===== config.mk =====
export PLATFORM = sky130hd
export DESIGN_NAME = wfms_isqrt
export DESIGN_NICKNAME = d
export VERILOG_FILES = /design/src/rtl/wfms_pkg.sv /design/src/rtl/wfms_isqrt.sv
export SDC_FILE = /design/constraint.sdc
export NUM_CORES = 1
export LEC_CHECK = 0
export BUFFER_PORTS_ARGS = -buffer_cell sky130_fd_sc_hd__buf_2
export CAP_MARGIN = 30
export CORE_UTILIZATION = 35
export CTS_BUF_LIST = sky130_fd_sc_hd__clkbuf_4
export CTS_CLUSTER_DIAMETER = 120
export DETAILED_ROUTE_END_ITERATION = 8
export PLACE_DENSITY = 0.58
export SLEW_MARGIN = 25
export SYNTH_ARGS = -nofsm -noshare
export SYNTH_HDL_FRONTEND = slang
export SYNTH_SLANG_ARGS = --single-unit

===== constraint.sdc =====
create_clock -name i_clk -period 12.1 [get_ports i_clk]
set_input_delay 1.21 -clock i_clk [delete_from_list [all_inputs] [get_ports i_clk]]
set_output_delay 1.21 -clock i_clk [all_outputs]
set_load 0.005 [all_outputs]

===== src/rtl/wfms_pkg.sv =====
// Shared constants and elaboration-time trig helpers for the windowed FFT magnitude block.
package wfms_pkg;

    localparam int ROOT_BITS = 32;
    localparam int RAD_BITS  = 64;

    localparam longint TWO_PI_Q30 = 64'sd6746518852;
    localparam longint HAM_A_Q30  = 64'sd579820585;
    localparam longint HAM_B_Q30  = 64'sd493921239;

    typedef struct packed {
        longint c;
        longint s;
    } t_cs;

    // One Taylor term step: divide by (2k)(2k+1) for sine, (2k-1)(2k) for cosine.
    function automatic longint f_div_term(longint t, int k, bit want_sin);
        longint r;
        r = t;
        case (k)
            1:  r = want_sin ? t / 6   : t / 2;
            2:  r = want_sin ? t / 20  : t / 12;
            3:  r = want_sin ? t / 42  : t / 30;
            4:  r = want_sin ? t / 72  : t / 56;
            5:  r = want_sin ? t / 110 : t / 90;
            6:  r = want_sin ? t / 156 : t / 132;
            7:  r = want_sin ? t / 210 : t / 182;
            8:  r = want_sin ? t / 272 : t / 240;
            9:  r = want_sin ? t / 342 : t / 306;
            10: r = want_sin ? t / 420 : t / 380;
            default: r = t;
        endcase
        return r;
    endfunction

    // cos or sin in Q30 for theta in [0, pi/2], Q30 in.
    function automatic longint f_series(longint th, bit want_sin);
        longint x2;
        longint term;
        longint sum;
        x2   = (th * th) >> 30;
        term = want_sin ? th : (64'sd1 <<< 30);
        sum  = term;
        for (int k = 1; k <= 10; k++) begin
            term = f_div_term((term * x2) >> 30, k, want_sin);
            if (k % 2 == 1) begin
                sum = sum - term;
            end else begin
                sum = sum + term;
            end
        end
        return sum;
    endfunction

    // cos and sin in Q30 of a 32-bit turn fraction.
    function automatic t_cs f_cos_sin(longint p);
        longint q;
        longint th;
        longint c0;
        longint s0;
        t_cs    r;
        q  = (p >> 30) & 64'sd3;
        th = ((p & 64'sh3FFF_FFFF) * TWO_PI_Q30) >> 32;
        c0 = f_series(th, 1'b0);
        s0 = f_series(th, 1'b1);
        case (q)
            64'sd0:  begin r.c = c0;  r.s = s0;  end
            64'sd1:  begin r.c = -s0; r.s = c0;  end
            64'sd2:  begin r.c = -c0; r.s = -s0; end
            default: begin r.c = s0;  r.s = -c0; end
        endcase
        return r;
    endfunction

endpackage


===== src/rtl/wfms_isqrt.sv =====
// Bit-pair iterative integer square root, two radicand bits per cycle.
module wfms_isqrt (
    input  logic                            i_clk,
    input  logic                            i_rst_n,
    input  logic                            i_start,
    input  logic [wfms_pkg::RAD_BITS-1:0]   i_rad,
    output logic                            o_done,
    output logic [wfms_pkg::ROOT_BITS-1:0]  o_root
);

    logic [wfms_pkg::RAD_BITS-1:0] r_n;
    logic [wfms_pkg::RAD_BITS-1:0] r_res;
    logic [wfms_pkg::RAD_BITS-1:0] r_bit;
    logic                          r_busy;
    logic                          r_done;
    logic [wfms_pkg::RAD_BITS-1:0] trial;

    assign trial = r_res + r_bit;

    always_ff @(posedge i_clk) begin
        if (!i_rst_n) begin
            r_busy <= 1'b0;
            r_done <= 1'b0;
        end else begin
            r_done <= 1'b0;
            if (i_start) begin
                r_busy <= 1'b1;
            end else if (r_busy && r_bit == wfms_pkg::RAD_BITS'(1)) begin
                r_busy <= 1'b0;
                r_done <= 1'b1;
            end
        end
    end

    always_ff @(posedge i_clk) begin
        if (i_start) begin
            r_n   <= i_rad;
            r_res <= '0;
            r_bit <= wfms_pkg::RAD_BITS'(1) << (wfms_pkg::RAD_BITS - 2);
        end else if (r_busy) begin
            if (r_n >= trial) begin
                r_n   <= r_n - trial;
                r_res <= (r_res >> 1) + r_bit;
            end else begin
                r_res <= r_res >> 1;
            end
            r_bit <= r_bit >> 2;
        end
    end

    assign o_done = r_done;
    assign o_root = r_res[wfms_pkg::ROOT_BITS-1:0];

endmodule


==> results.md, run 1 <==
* Cell Area, Synth at 15200 um^2
* Post-DP HPWL at between 30 and 40 mm
* H-tree depth at 4
* I/O Buffers at 99
* P&R area growth vs syn at 5.83%
* Starting Density at 35.4%
* Post-synthesis sequential area ratio at between 20% and 30%
* Gate Count Post-Synth at around 1900
* Initial antenna violation count at 1
* Die Y at 211 um
* Filler cells at approximately 4600
* Kind of critical path: reg2reg
* GP Congestion at 0.920
* CTS tree: built
* Primary FF master, synth: dfxtp_1
* Hold Vio Cnt, Final at 0
* CTS clock-pin slew for the worst setup and hold paths at 0.16 ns
* Pre-Repair DR Iteration Count at 7
* Final WL at 46.6 mm
* Power Total at 3.64 mW
* IO Count at 100
* Synthesis Warnings at 0
* Antenna-violating nets left at 0
* Die ar. at 44300 um^2
* Clock skew at ~0.045 ns
* Maximum vdd drop at roughly 0.00015 V
* Final setup vio count at 0
* Clock period minus worst slack at 7.32 ns
* Routed vias at 14400
* Crit-path max FO at 75
* Hold Crit Class: reg2reg
* Fmax at 0.137 GHz
* Critical path arrival at 7.64 ns
* TritonCTS Sinks at 162
* Least-Margin Pin Slew at around 0.96 ns
* Worst skew pair latency at 0.68 ns
* Crit path launch type: flop
* Yosys cell types at 85
* Overall Global Routing Usage at 21.0%
* Asr flop ratio synth at 0%
* Max-slew headroom at 34.4%
* Most common cell after layout, fill and taps aside: nand2_1
* Setup Total Neg Slack at 0 ns
* Post-CTS Resized at 0
* EDFF count, synth at 64
* Overflow after GRT at 0
* DR iter-0 viols at 954
* Most frequent cells in the layout: nand2_1, nor2_1, o21ai_0
* First-pass GRT wire length at 74.1 mm
* Core Footprint at 43000 um^2
* Wire per inst at 18.5 um
* DIE WIDTH at 211 um
* Residual DRC count at 0
* Pin count of the biggest net entering global routing at 76
* DR vias/cell at around 5.7
* Postcts setup bufs at 0
* Count of pins over their slew limit at 0
* Total CTS buffers at 17
* Pwr dens at about 230 nW/um^2
* Unrepaired setup endpoints after global routing: no
* Status: complete, no violations
* Largest buffer count on any clock path at 2
* Root buf cell: clkbuf_4
* Syn avg cell area at 7.85 um^2
* Final #Nets at 2121
* Max cap viols at 0
* Post-CTS Hold Buffers at 0
* Final period utilization at 60.5%
* Crit path required time at 12.42 ns
* Layout cell share with drive strength beyond 1 at under 10%
* Syn_nets at 2137
* Register bit total from synthesis at between 150 and 200
* Number of global-route vias before repair at 13600
* Worst setup EP type: flop
* LEAKAGE at 6.10 nW
* Rows at 76
layer usage:
layer / vias up / share of wire, % / track usage [%]
met1: 6859 / 47 / 28.2
met3: 67 / 4.6 / 3.31
met4: 0 / 3.1 / 8.32
met5: - / 0 / 0
met2: 364 / 45 / 33.5
li1: 7120 / - / -
final cells by class:
type | count | area [um^2] | area share (%)
multi-input combinational | 1588 | 10500 | 65.0
sequential | 162 | 3890 | 24.1
tap | 585 | 732 | 4.54
timing repair buffer | 108 | 577 | 3.58
inverter | 46 | 173 | 1.07
clock inverter | 15 | 141 | 0.878
clock buffer | 17 | 128 | 0.792
antenna | 2 | 5.00 | 0.0311
worst paths after layout:
check,start,to,slack (ns),depth (start not counted)
max,r_res[2],r_n[3],4.78,21
min,r_res[0],r_res[0],0.53,2
max reg2reg,r_res[2],r_n[3],4.78,21
min reg2reg,r_res[0],r_res[0],0.53,2
worst max-delay path: stages (launching register included):
cell       delay [ns]
dfxtp_1          0.39
ha_1             0.35
a31oi_1          0.28
o21bai_1         0.14
a31oi_1          0.48
o21ai_1          0.30
a2111oi_2        0.65
o21ai_0          0.31
nand2_1          0.18
o21bai_1         0.09
xnor2_1          0.16
ha_1             0.45
nand4_1          0.17
or2_1            0.30
nor2_1           0.13
nand2_1          0.10
a2111oi_2        0.35
o31ai_2          0.15
a21o_2           0.23
buf_4            0.35
o21ai_4          0.73
buf_4            0.59
cell usage after synthesis (8+ instances only):
library cell	number	area share, %
inv_1	45	1.1
nor2b_1	19	0.78
o21ai_1	12	0.39
nand2b_1	11	0.45
o211ai_1	11	0.54
a21oi_1	126	4.1
nor3_1	37	1.2
dfxtp_1	98	13
a31oi_1	63	2.6
xor2_1	67	3.9
and4_1	10	0.58
or2_2	8	0.33
xnor2_1	74	4.3
ha_1	130	11
clkbuf_1	81	2.0
or3_1	23	0.95
nand2_1	233	5.7
a311oi_1	19	1.1
nor4_1	12	0.49
nand3_1	30	0.99
o21a_1	13	0.64
buf_4	35	1.7
o21ai_0	163	5.4
a21o_1	53	2.6
and2_1	12	0.49
buf_2	14	0.46
a31o_2	14	0.81
nand4_1	53	2.2
a221oi_1	11	0.63
o21bai_1	33	1.6
edfxtp_1	64	13
mux2i_1	40	2.6
a211oi_1	26	1.3
nor2_1	174	4.3
and3_1	8	0.33
flip-flops by register name, summed over array words and instances, names as in the netlist:
name    cells
o_done      1
r_n        64
r_res      64
r_bit      32
r_busy      1
logic make-up (layout without fill, tap and decap cells):
| group | after synthesis | after routing | share of synthesized area (%) |
|---|---|---|---|
| buffers and inverters | 189 | 186 | 5.89 |
| adder cells (fa/ha/maj) | 131 | 131 | 10.8 |
| AO/OA/AOI/OAI | 630 | 630 | 27.1 |
| multiplexers | 44 | 44 | 2.93 |
| other | 0 | 2 | 0 |
| AND/OR/NAND/NOR | 642 | 642 | 19.6 |
| flip-flops | 162 | 162 | 25.5 |
| XOR/XNOR | 141 | 141 | 8.11 |
where the power goes:
| part | switching (mW) | internal, mW |
|---|---|---|
| clock network | 0.248 | 0.0917 |
| registers | 0.141 | 0.774 |
| logic | 1.49 | 0.897 |
| total | 1.88 | 1.76 |
per-stage QoR:
stage               std cells  hold WS (ns)  setup WS [ns]  cell area, um^2  utilization, %
global route             2523         0.565           4.16            16100            37.5
finish                   2523         0.530           4.78            16100            37.5
global placement         2488         0.491           4.94            15800            36.8
CTS                      2520         0.535           4.76            16100            37.4
detailed placement       2488         0.514           4.81            15800            36.8
floorplan                1939         0.478           2.67            15200               -
Power figures use the tool's default switching activity.
==> run 2: changes to the inputs <==
==> constraint.sdc (replaced) <==
create_clock -name i_clk -period 7.27 [get_ports i_clk]
set_input_delay 0.727 -clock i_clk [delete_from_list [all_inputs] [get_ports i_clk]]
set_output_delay 0.727 -clock i_clk [all_outputs]
set_load 0.005 [all_outputs]
==> run 2 against run 1 <==
  * Via count is 0.42% lower
  * Fmax is 11% higher
  * Die area unchanged
  * Utilization rose by 0.14 points
  * Clock power increased by 75%
  * Sequential power grew 65%
  * Largest power group unchanged
  * Register-to-register slack worse by 4.1 ns
  * Worst hold slack got worse by 0.27 ns
==> results.md, run 2 (synthesized netlist as in run 1, its figures left out) <==
* Status: complete, no violations
* Worst R2R Setup Slack at 0.69 ns (-4.09 ns)
* DR vias/cell at 5.68 (-0.53%)
* Critical Path Most Common Cell: o21bai_1
* TritonCTS Sinks at 162 (unchanged)
* Largest buffer count on any clock path at 2 (unchanged)
* Max-slew headroom at 39.4% (+5.0 points)
* Kind of critical path: reg2reg
* DR iter-0 viols at 1148 (+20%)
* Post-CTS Resized at 0 (unchanged)
* Die Y at 211 um (unchanged)
* Postcts setup bufs at 0 (unchanged)
* Pin count of the biggest net entering global routing at 171 (+130%)
* Hold Vio Cnt, Final at 0 (unchanged)
* Wire per inst at 18.1 um (-1.8%)
* Max cap viols at 0 (unchanged)
* Post-CTS Hold Buffers at 0 (unchanged)
* Setup Total Neg Slack at 0 ns (unchanged)
* Final WL at 45.8 mm (-1.7%)
* Fmax at 0.152 GHz (+11%)
* I/O Buffers at 99 (unchanged)
* Worst R2R Path Depth at 20 (-4.8%)
* First-pass GRT wire length at 73.9 mm (-0.14%)
* Initial antenna violation count at 1 (unchanged)
* Starting Density at 35.4% (unchanged)
* Maximum vdd drop at 0.000172 V (+12%)
* Worst path top cell family by delay: compound AO/OA/AOI/OAI gates
* Crit Reg-Reg Endpoint: r_res[10]
* Total CTS buffers at 17 (unchanged)
* Hold Crit Class: in2reg
* Most common cell after layout, fill and taps aside: nand2_1
* Unrepaired setup endpoints after global routing: no
* Overall Global Routing Usage at 20.8% (-0.13 points)
* GP Congestion at 0.897 (-2.5%)
* P&R area growth vs syn at 6.21%
* Slowest cell delay on critical path at 0.71 ns (-0.02 ns)
* Final #Nets at 2125 (+0.19%)
* Root buf cell: clkbuf_4
* Antenna-violating nets left at 0 (unchanged)
* Worst r2r src: r_res[12]
* Overflow after GRT at 0 (unchanged)
* H-tree depth at 4 (unchanged)
* Worst Hold Path EP: r_busy
* Crit-path max FO at 42 (-44%)
* CTS clock-pin slew for the worst setup and hold paths at 0.21 ns (+0.05 ns)
* CTS tree: built
* IO Count at 100 (unchanged)
* Largest regs: r_n x64, r_res x64, r_bit x32
* Most frequent cells in the layout: nand2_1, nor2_1, o21ai_0
* Layout cell share with drive strength beyond 1 at 10.1% (+0.13 points)
* Core Footprint at 43000 um^2 (unchanged)
* Number of global-route vias before repair at 13700 (+0.92%)
* WHS Path Cells at 2 (unchanged)
* Cell-by-cell trace of the critical path: ha_1 > a21oi_1 > o21bai_1 > a41oi_1 > o21ai_1 > a2111oi_2 > o21ai_0 > nand2_1 > o21bai_1 > xnor2_1 > ha_1 > a21o_1 > o21bai_1 > or2_2 > a221o_1 > o31ai_2 > a21o_2 > buf_12 > o21ai_0 > a221oi_2
* Worst setup EP type: flop
* Crit path required time at 7.88 ns (-4.54 ns)
* Clock period minus worst slack at 6.58 ns (-0.736 ns)
* Clock skew at 0.0508 ns (+0.00533 ns)
* Worst skew pair latency at 0.71 ns (+0.03 ns)
* Final period utilization at 90.5% (+30 points)
* Routed vias at 14400 (-0.42%)
* Critical path arrival at 7.19 ns (-0.45 ns)
* Min Hold Slack at 0.256 ns (-0.274 ns)
* Pre-Repair DR Iteration Count at 5 (-2)
* Post-DP HPWL at 35.1 mm (-1.8%)
* Hold_sp: i_rst_n
* Crit path launch type: flop
* Residual DRC count at 0 (unchanged)
* LEAKAGE at 6.14 nW (+0.56%)
* Least-Margin Pin Slew at 0.904 ns (-0.0557 ns)
* Rows at 76 (unchanged)
* Slowest CP cell: a21o_2
* Count of pins over their slew limit at 0 (unchanged)
* CP Buf/Inv Count at 1 (-1)
* Pwr dens at 376 nW/um^2 (+66%)
* Final setup vio count at 0 (unchanged)
* DIE WIDTH at 211 um (unchanged)
* Die ar. at 44300 um^2 (unchanged)
[run 2: worst max-delay path by stage]
stage / startpoint / endpoint / cells past startpoint
final: r_res[12] / r_res[10] / 20
after global routing: r_res[12] / r_res[44] / 20
after CTS: r_res[12] / r_res[10] / 20
after detailed placement: r_res[12] / r_res[10] / 20
after global placement: r_res[12] / r_res[22] / 21
after floorplan: r_res[2] / r_n[0] / 22
[run 2: cell type report]
| class | count | area (um^2) |
|---|---|---|
| fillers | 4577 | 26800 |
| multi-input cells | 1588 | 10500 |
| flip-flops and latches | 162 | 3890 |
| well taps | 585 | 732 |
| repair buffers | 112 | 624 |
| inverters | 46 | 173 |
| clock inverters | 15 | 161 |
| clock buffers | 17 | 128 |
| diodes | 1 | 2.50 |
[run 2: report_power, final]
group / internal, mW / total [mW] / switching, mW
clock: 0.160 / 0.595 / 0.435
combinational: 1.53 / 3.97 / 2.44
sequential: 1.29 / 1.51 / 0.224
[run 2: metal layers]
layer / part of all wire [%] / global-route usage, % / wire length, um
met1: 48 / 28.2 / 21900
met3: 3.6 / 2.31 / 1650
met5: 0 / 0 / 0
met2: 46 / 33.8 / 20900
met4: 3.0 / 8.20 / 1390
[run 2: per-stage QoR]
| stage | cell area [um^2] | power, mW | util [%] | instances | worst slack [ns] |
|---|---|---|---|---|---|
| finish | 16200 | 6.07 | 37.6 | 2526 | 0.687 |
| global route | 16200 | 6.58 | 37.6 | 2526 | 0.311 |
| CTS | 16200 | 6.07 | 37.6 | 2525 | 0.745 |
| detailed placement | 15900 | 5.45 | 36.9 | 2493 | 0.843 |
| global placement | 15900 | 5.42 | 36.9 | 2493 | 1.06 |
| floorplan | 15200 | 4.56 | - | 1939 | 0.812 |
==> run 3: changes to the inputs <==
==> constraint.sdc (replaced) <==
create_clock -name i_clk -period 6.7 [get_ports i_clk]
set_input_delay 0.67 -clock i_clk [delete_from_list [all_inputs] [get_ports i_clk]]
set_output_delay 0.67 -clock i_clk [all_outputs]
set_load 0.005 [all_outputs]
==> run 3 against run 2 <==
  * Sequential share of layout area is 0.16 points lower
  * Cell area is 0.67% higher
  * Via count is 0.49% higher
  * Clock skew is 0.0042 ns higher
  * Final cell count is 0.32% higher
  * Critical path type unchanged
  * Highest routed layer unchanged
==> results.md, run 3 (synthesized netlist as in run 1, its figures left out) <==
* Kind of critical path: reg2reg
* Post-DP HPWL at 35.2 mm (+0.35%)
* Initial antenna violation count at 2 (+1)
* Comb pwr share at 66.2% (+0.9 points)
* H-tree depth at 4 (unchanged)
* Max-slew headroom at 37.1% (-2.3 points)
* I/O Buffers at 99 (unchanged)
* Pin count of the biggest net entering global routing at 157 (-8.2%)
* Worst setup EP type: flop
* Die Y at 211 um (unchanged)
* TritonCTS Sinks at 162 (unchanged)
* Crit path launch type: flop
* IO Count at 100 (unchanged)
* Starting Density at 35.4% (unchanged)
* Count of pins over their slew limit at 0 (unchanged)
* Residual DRC count at 0 (unchanged)
* Register share of total power at 24.6% (-0.3 points)
* Clock skew at 0.0550 ns (+0.00418 ns)
* P_int at 3.29 mW (+11%)
* Wire per inst at 18.2 um (+0.39%)
* Fmax at 0.157 GHz (+3.3%)
* Root buf cell: clkbuf_4
* CTS clock-pin slew for the worst setup and hold paths at 0.20 ns (about the same)
* Overall Global Routing Usage at 21.0% (+0.15 points)
* Most frequent cells in the layout: nand2_1, nor2_1, o21ai_0
* Most common cell after layout, fill and taps aside: nand2_1
* Final WL at 46.1 mm (+0.71%)
* Number of global-route vias before repair at 13700 (+0.10%)
* Core Footprint at 43000 um^2 (unchanged)
* Total CTS buffers at 17 (unchanged)
* Max cap viols at 0 (unchanged)
* Routed vias at 14400 (+0.49%)
* Post-CTS Hold Buffers at 0 (unchanged)
* Clock power share at 9.3% (-0.5 points)
* First-pass GRT wire length at 74.6 mm (+0.82%)
* P&R area growth vs syn at 6.93%
* Critical path arrival at 6.95 ns (-0.24 ns)
* Hold Vio Cnt, Final at 0 (unchanged)
* Rows at 76 (unchanged)
* Crit-path max FO at 20 (-52%)
* GP Congestion at 0.891 (-0.68%)
* Post-Layout Cell Count at 2534 (+0.32%)
* Overflow after GRT at 0 (unchanged)
* Clock period minus worst slack at 6.37 ns (-0.210 ns)
* Final period utilization at 95.1% (+4.6 points)
* Final setup vio count at 0 (unchanged)
* CTS tree: built
* DR iter-0 viols at 1119 (-2.5%)
* Largest regs: r_n x64, r_res x64, r_bit x32
* Min Hold Slack at 0.201 ns (-0.0556 ns)
* Switching power total at 3.37 mW (+8.7%)
* LEAKAGE at 6.19 nW (+0.82%)
* DIE WIDTH at 211 um (unchanged)
* Die ar. at 44300 um^2 (unchanged)
* Pwr dens at 409 nW/um^2 (+9.0%)
* Switching part of the total at 50.6% (-0.46 points)
* Largest buffer count on any clock path at 2 (unchanged)
* Antenna-violating nets left at 0 (unchanged)
* Final #Nets at 2132 (+0.33%)
* Layout cell share with drive strength beyond 1 at 10.5% (+0.37 points)
* DR vias/cell at 5.69 (+0.18%)
* Least-Margin Pin Slew at 0.943 ns (+0.0398 ns)
* Maximum vdd drop at 0.000202 V (+18%)
* Filler cells at 4622 (+0.98%)
* Pre-Repair DR Iteration Count at 6 (+1)
* Crit path required time at 7.28 ns (-0.60 ns)
* Worst skew pair latency at 0.70 ns (about the same)
* Status: complete, no violations
* Post-Place Cells at 2500 (+0.28%)
* Hold Crit Class: in2reg
==> run 3: final timing paths <==
kind / startpoint / end / slack [ns] / depth (start not counted)
max: r_res[2] / r_res[33] / 0.33 / 21
min: i_rst_n / r_busy / 0.20 / 2
max reg2reg: r_res[2] / r_res[33] / 0.33 / 21
min reg2reg: r_res[0] / r_res[0] / 0.52 / 2
==> run 3: what timing repair did <==
| action | CTS | global route |
|---|---|---|
| buffers inserted | 0 | 0 |
| endpoints found under the setup margin | 0 | 101 |
| resized for setup | 0 | 3 |
==> run 3: critical path, stage by stage (launching register included) <==
cell	delay (ns)
dfxtp_1	0.46
ha_1	0.30
a31oi_1	0.27
o21bai_1	0.13
a31oi_1	0.38
o21ai_2	0.19
a2111oi_4	0.54
o21ai_0	0.29
nand2_1	0.19
o21bai_1	0.09
xnor2_1	0.17
ha_1	0.45
nand4_1	0.17
or2_1	0.32
nor2_1	0.19
nand2_1	0.14
a2111oi_2	0.52
o31ai_2	0.18
a21o_2	0.43
buf_12	0.24
or3_1	0.34
a311oi_1	0.27
==> run 3: area by class of cell <==
cell class,count,area (um^2),area share [%]
multi-input combinational,1588,10500,64.4
sequential,162,3890,23.9
tap,585,732,4.50
timing repair buffer,119,727,4.47
inverter,46,173,1.06
clock inverter,15,143,0.876
clock buffer,17,128,0.784
antenna,2,5.00,0.0307
==> run 3: per-stage QoR <==
step                instance area, um^2  util, %  power [mW]  setup WS, ns  setup TNS [ns]
floorplan                         15200        -        4.95         0.242               0
global placement                  16000     37.2        5.97         0.363               0
detailed placement                16000     37.2        6.00         0.152               0
CTS                               16200     37.8        6.65         0.135               0
global route                      16300     37.9        7.22     -0.000502       -0.000502
finish                            16300     37.9        6.66         0.328               0
==> run 3: layer usage <==
metal  vias to the layer above  GRT usage [%]  wire [um]
li1                       7142              -          -
met1                      6891           28.9      22000
met2                       334           34.3      21300
met3                        54           2.58       1850
met4                         0           5.92        905
met5                         -              0          0
==> run 3: power groups by stage <==
stage | clock (mW) | combinational (mW) | sequential [mW]
2_1_floorplan | 0 | 3.40 | 1.55
3_3_place_gp | 0 | 4.31 | 1.66
3_5_place_dp | 0 | 4.33 | 1.66
4_1_cts | 0.639 | 4.37 | 1.64
5_1_grt | 0.672 | 4.88 | 1.67
6_report | 0.617 | 4.41 | 1.64
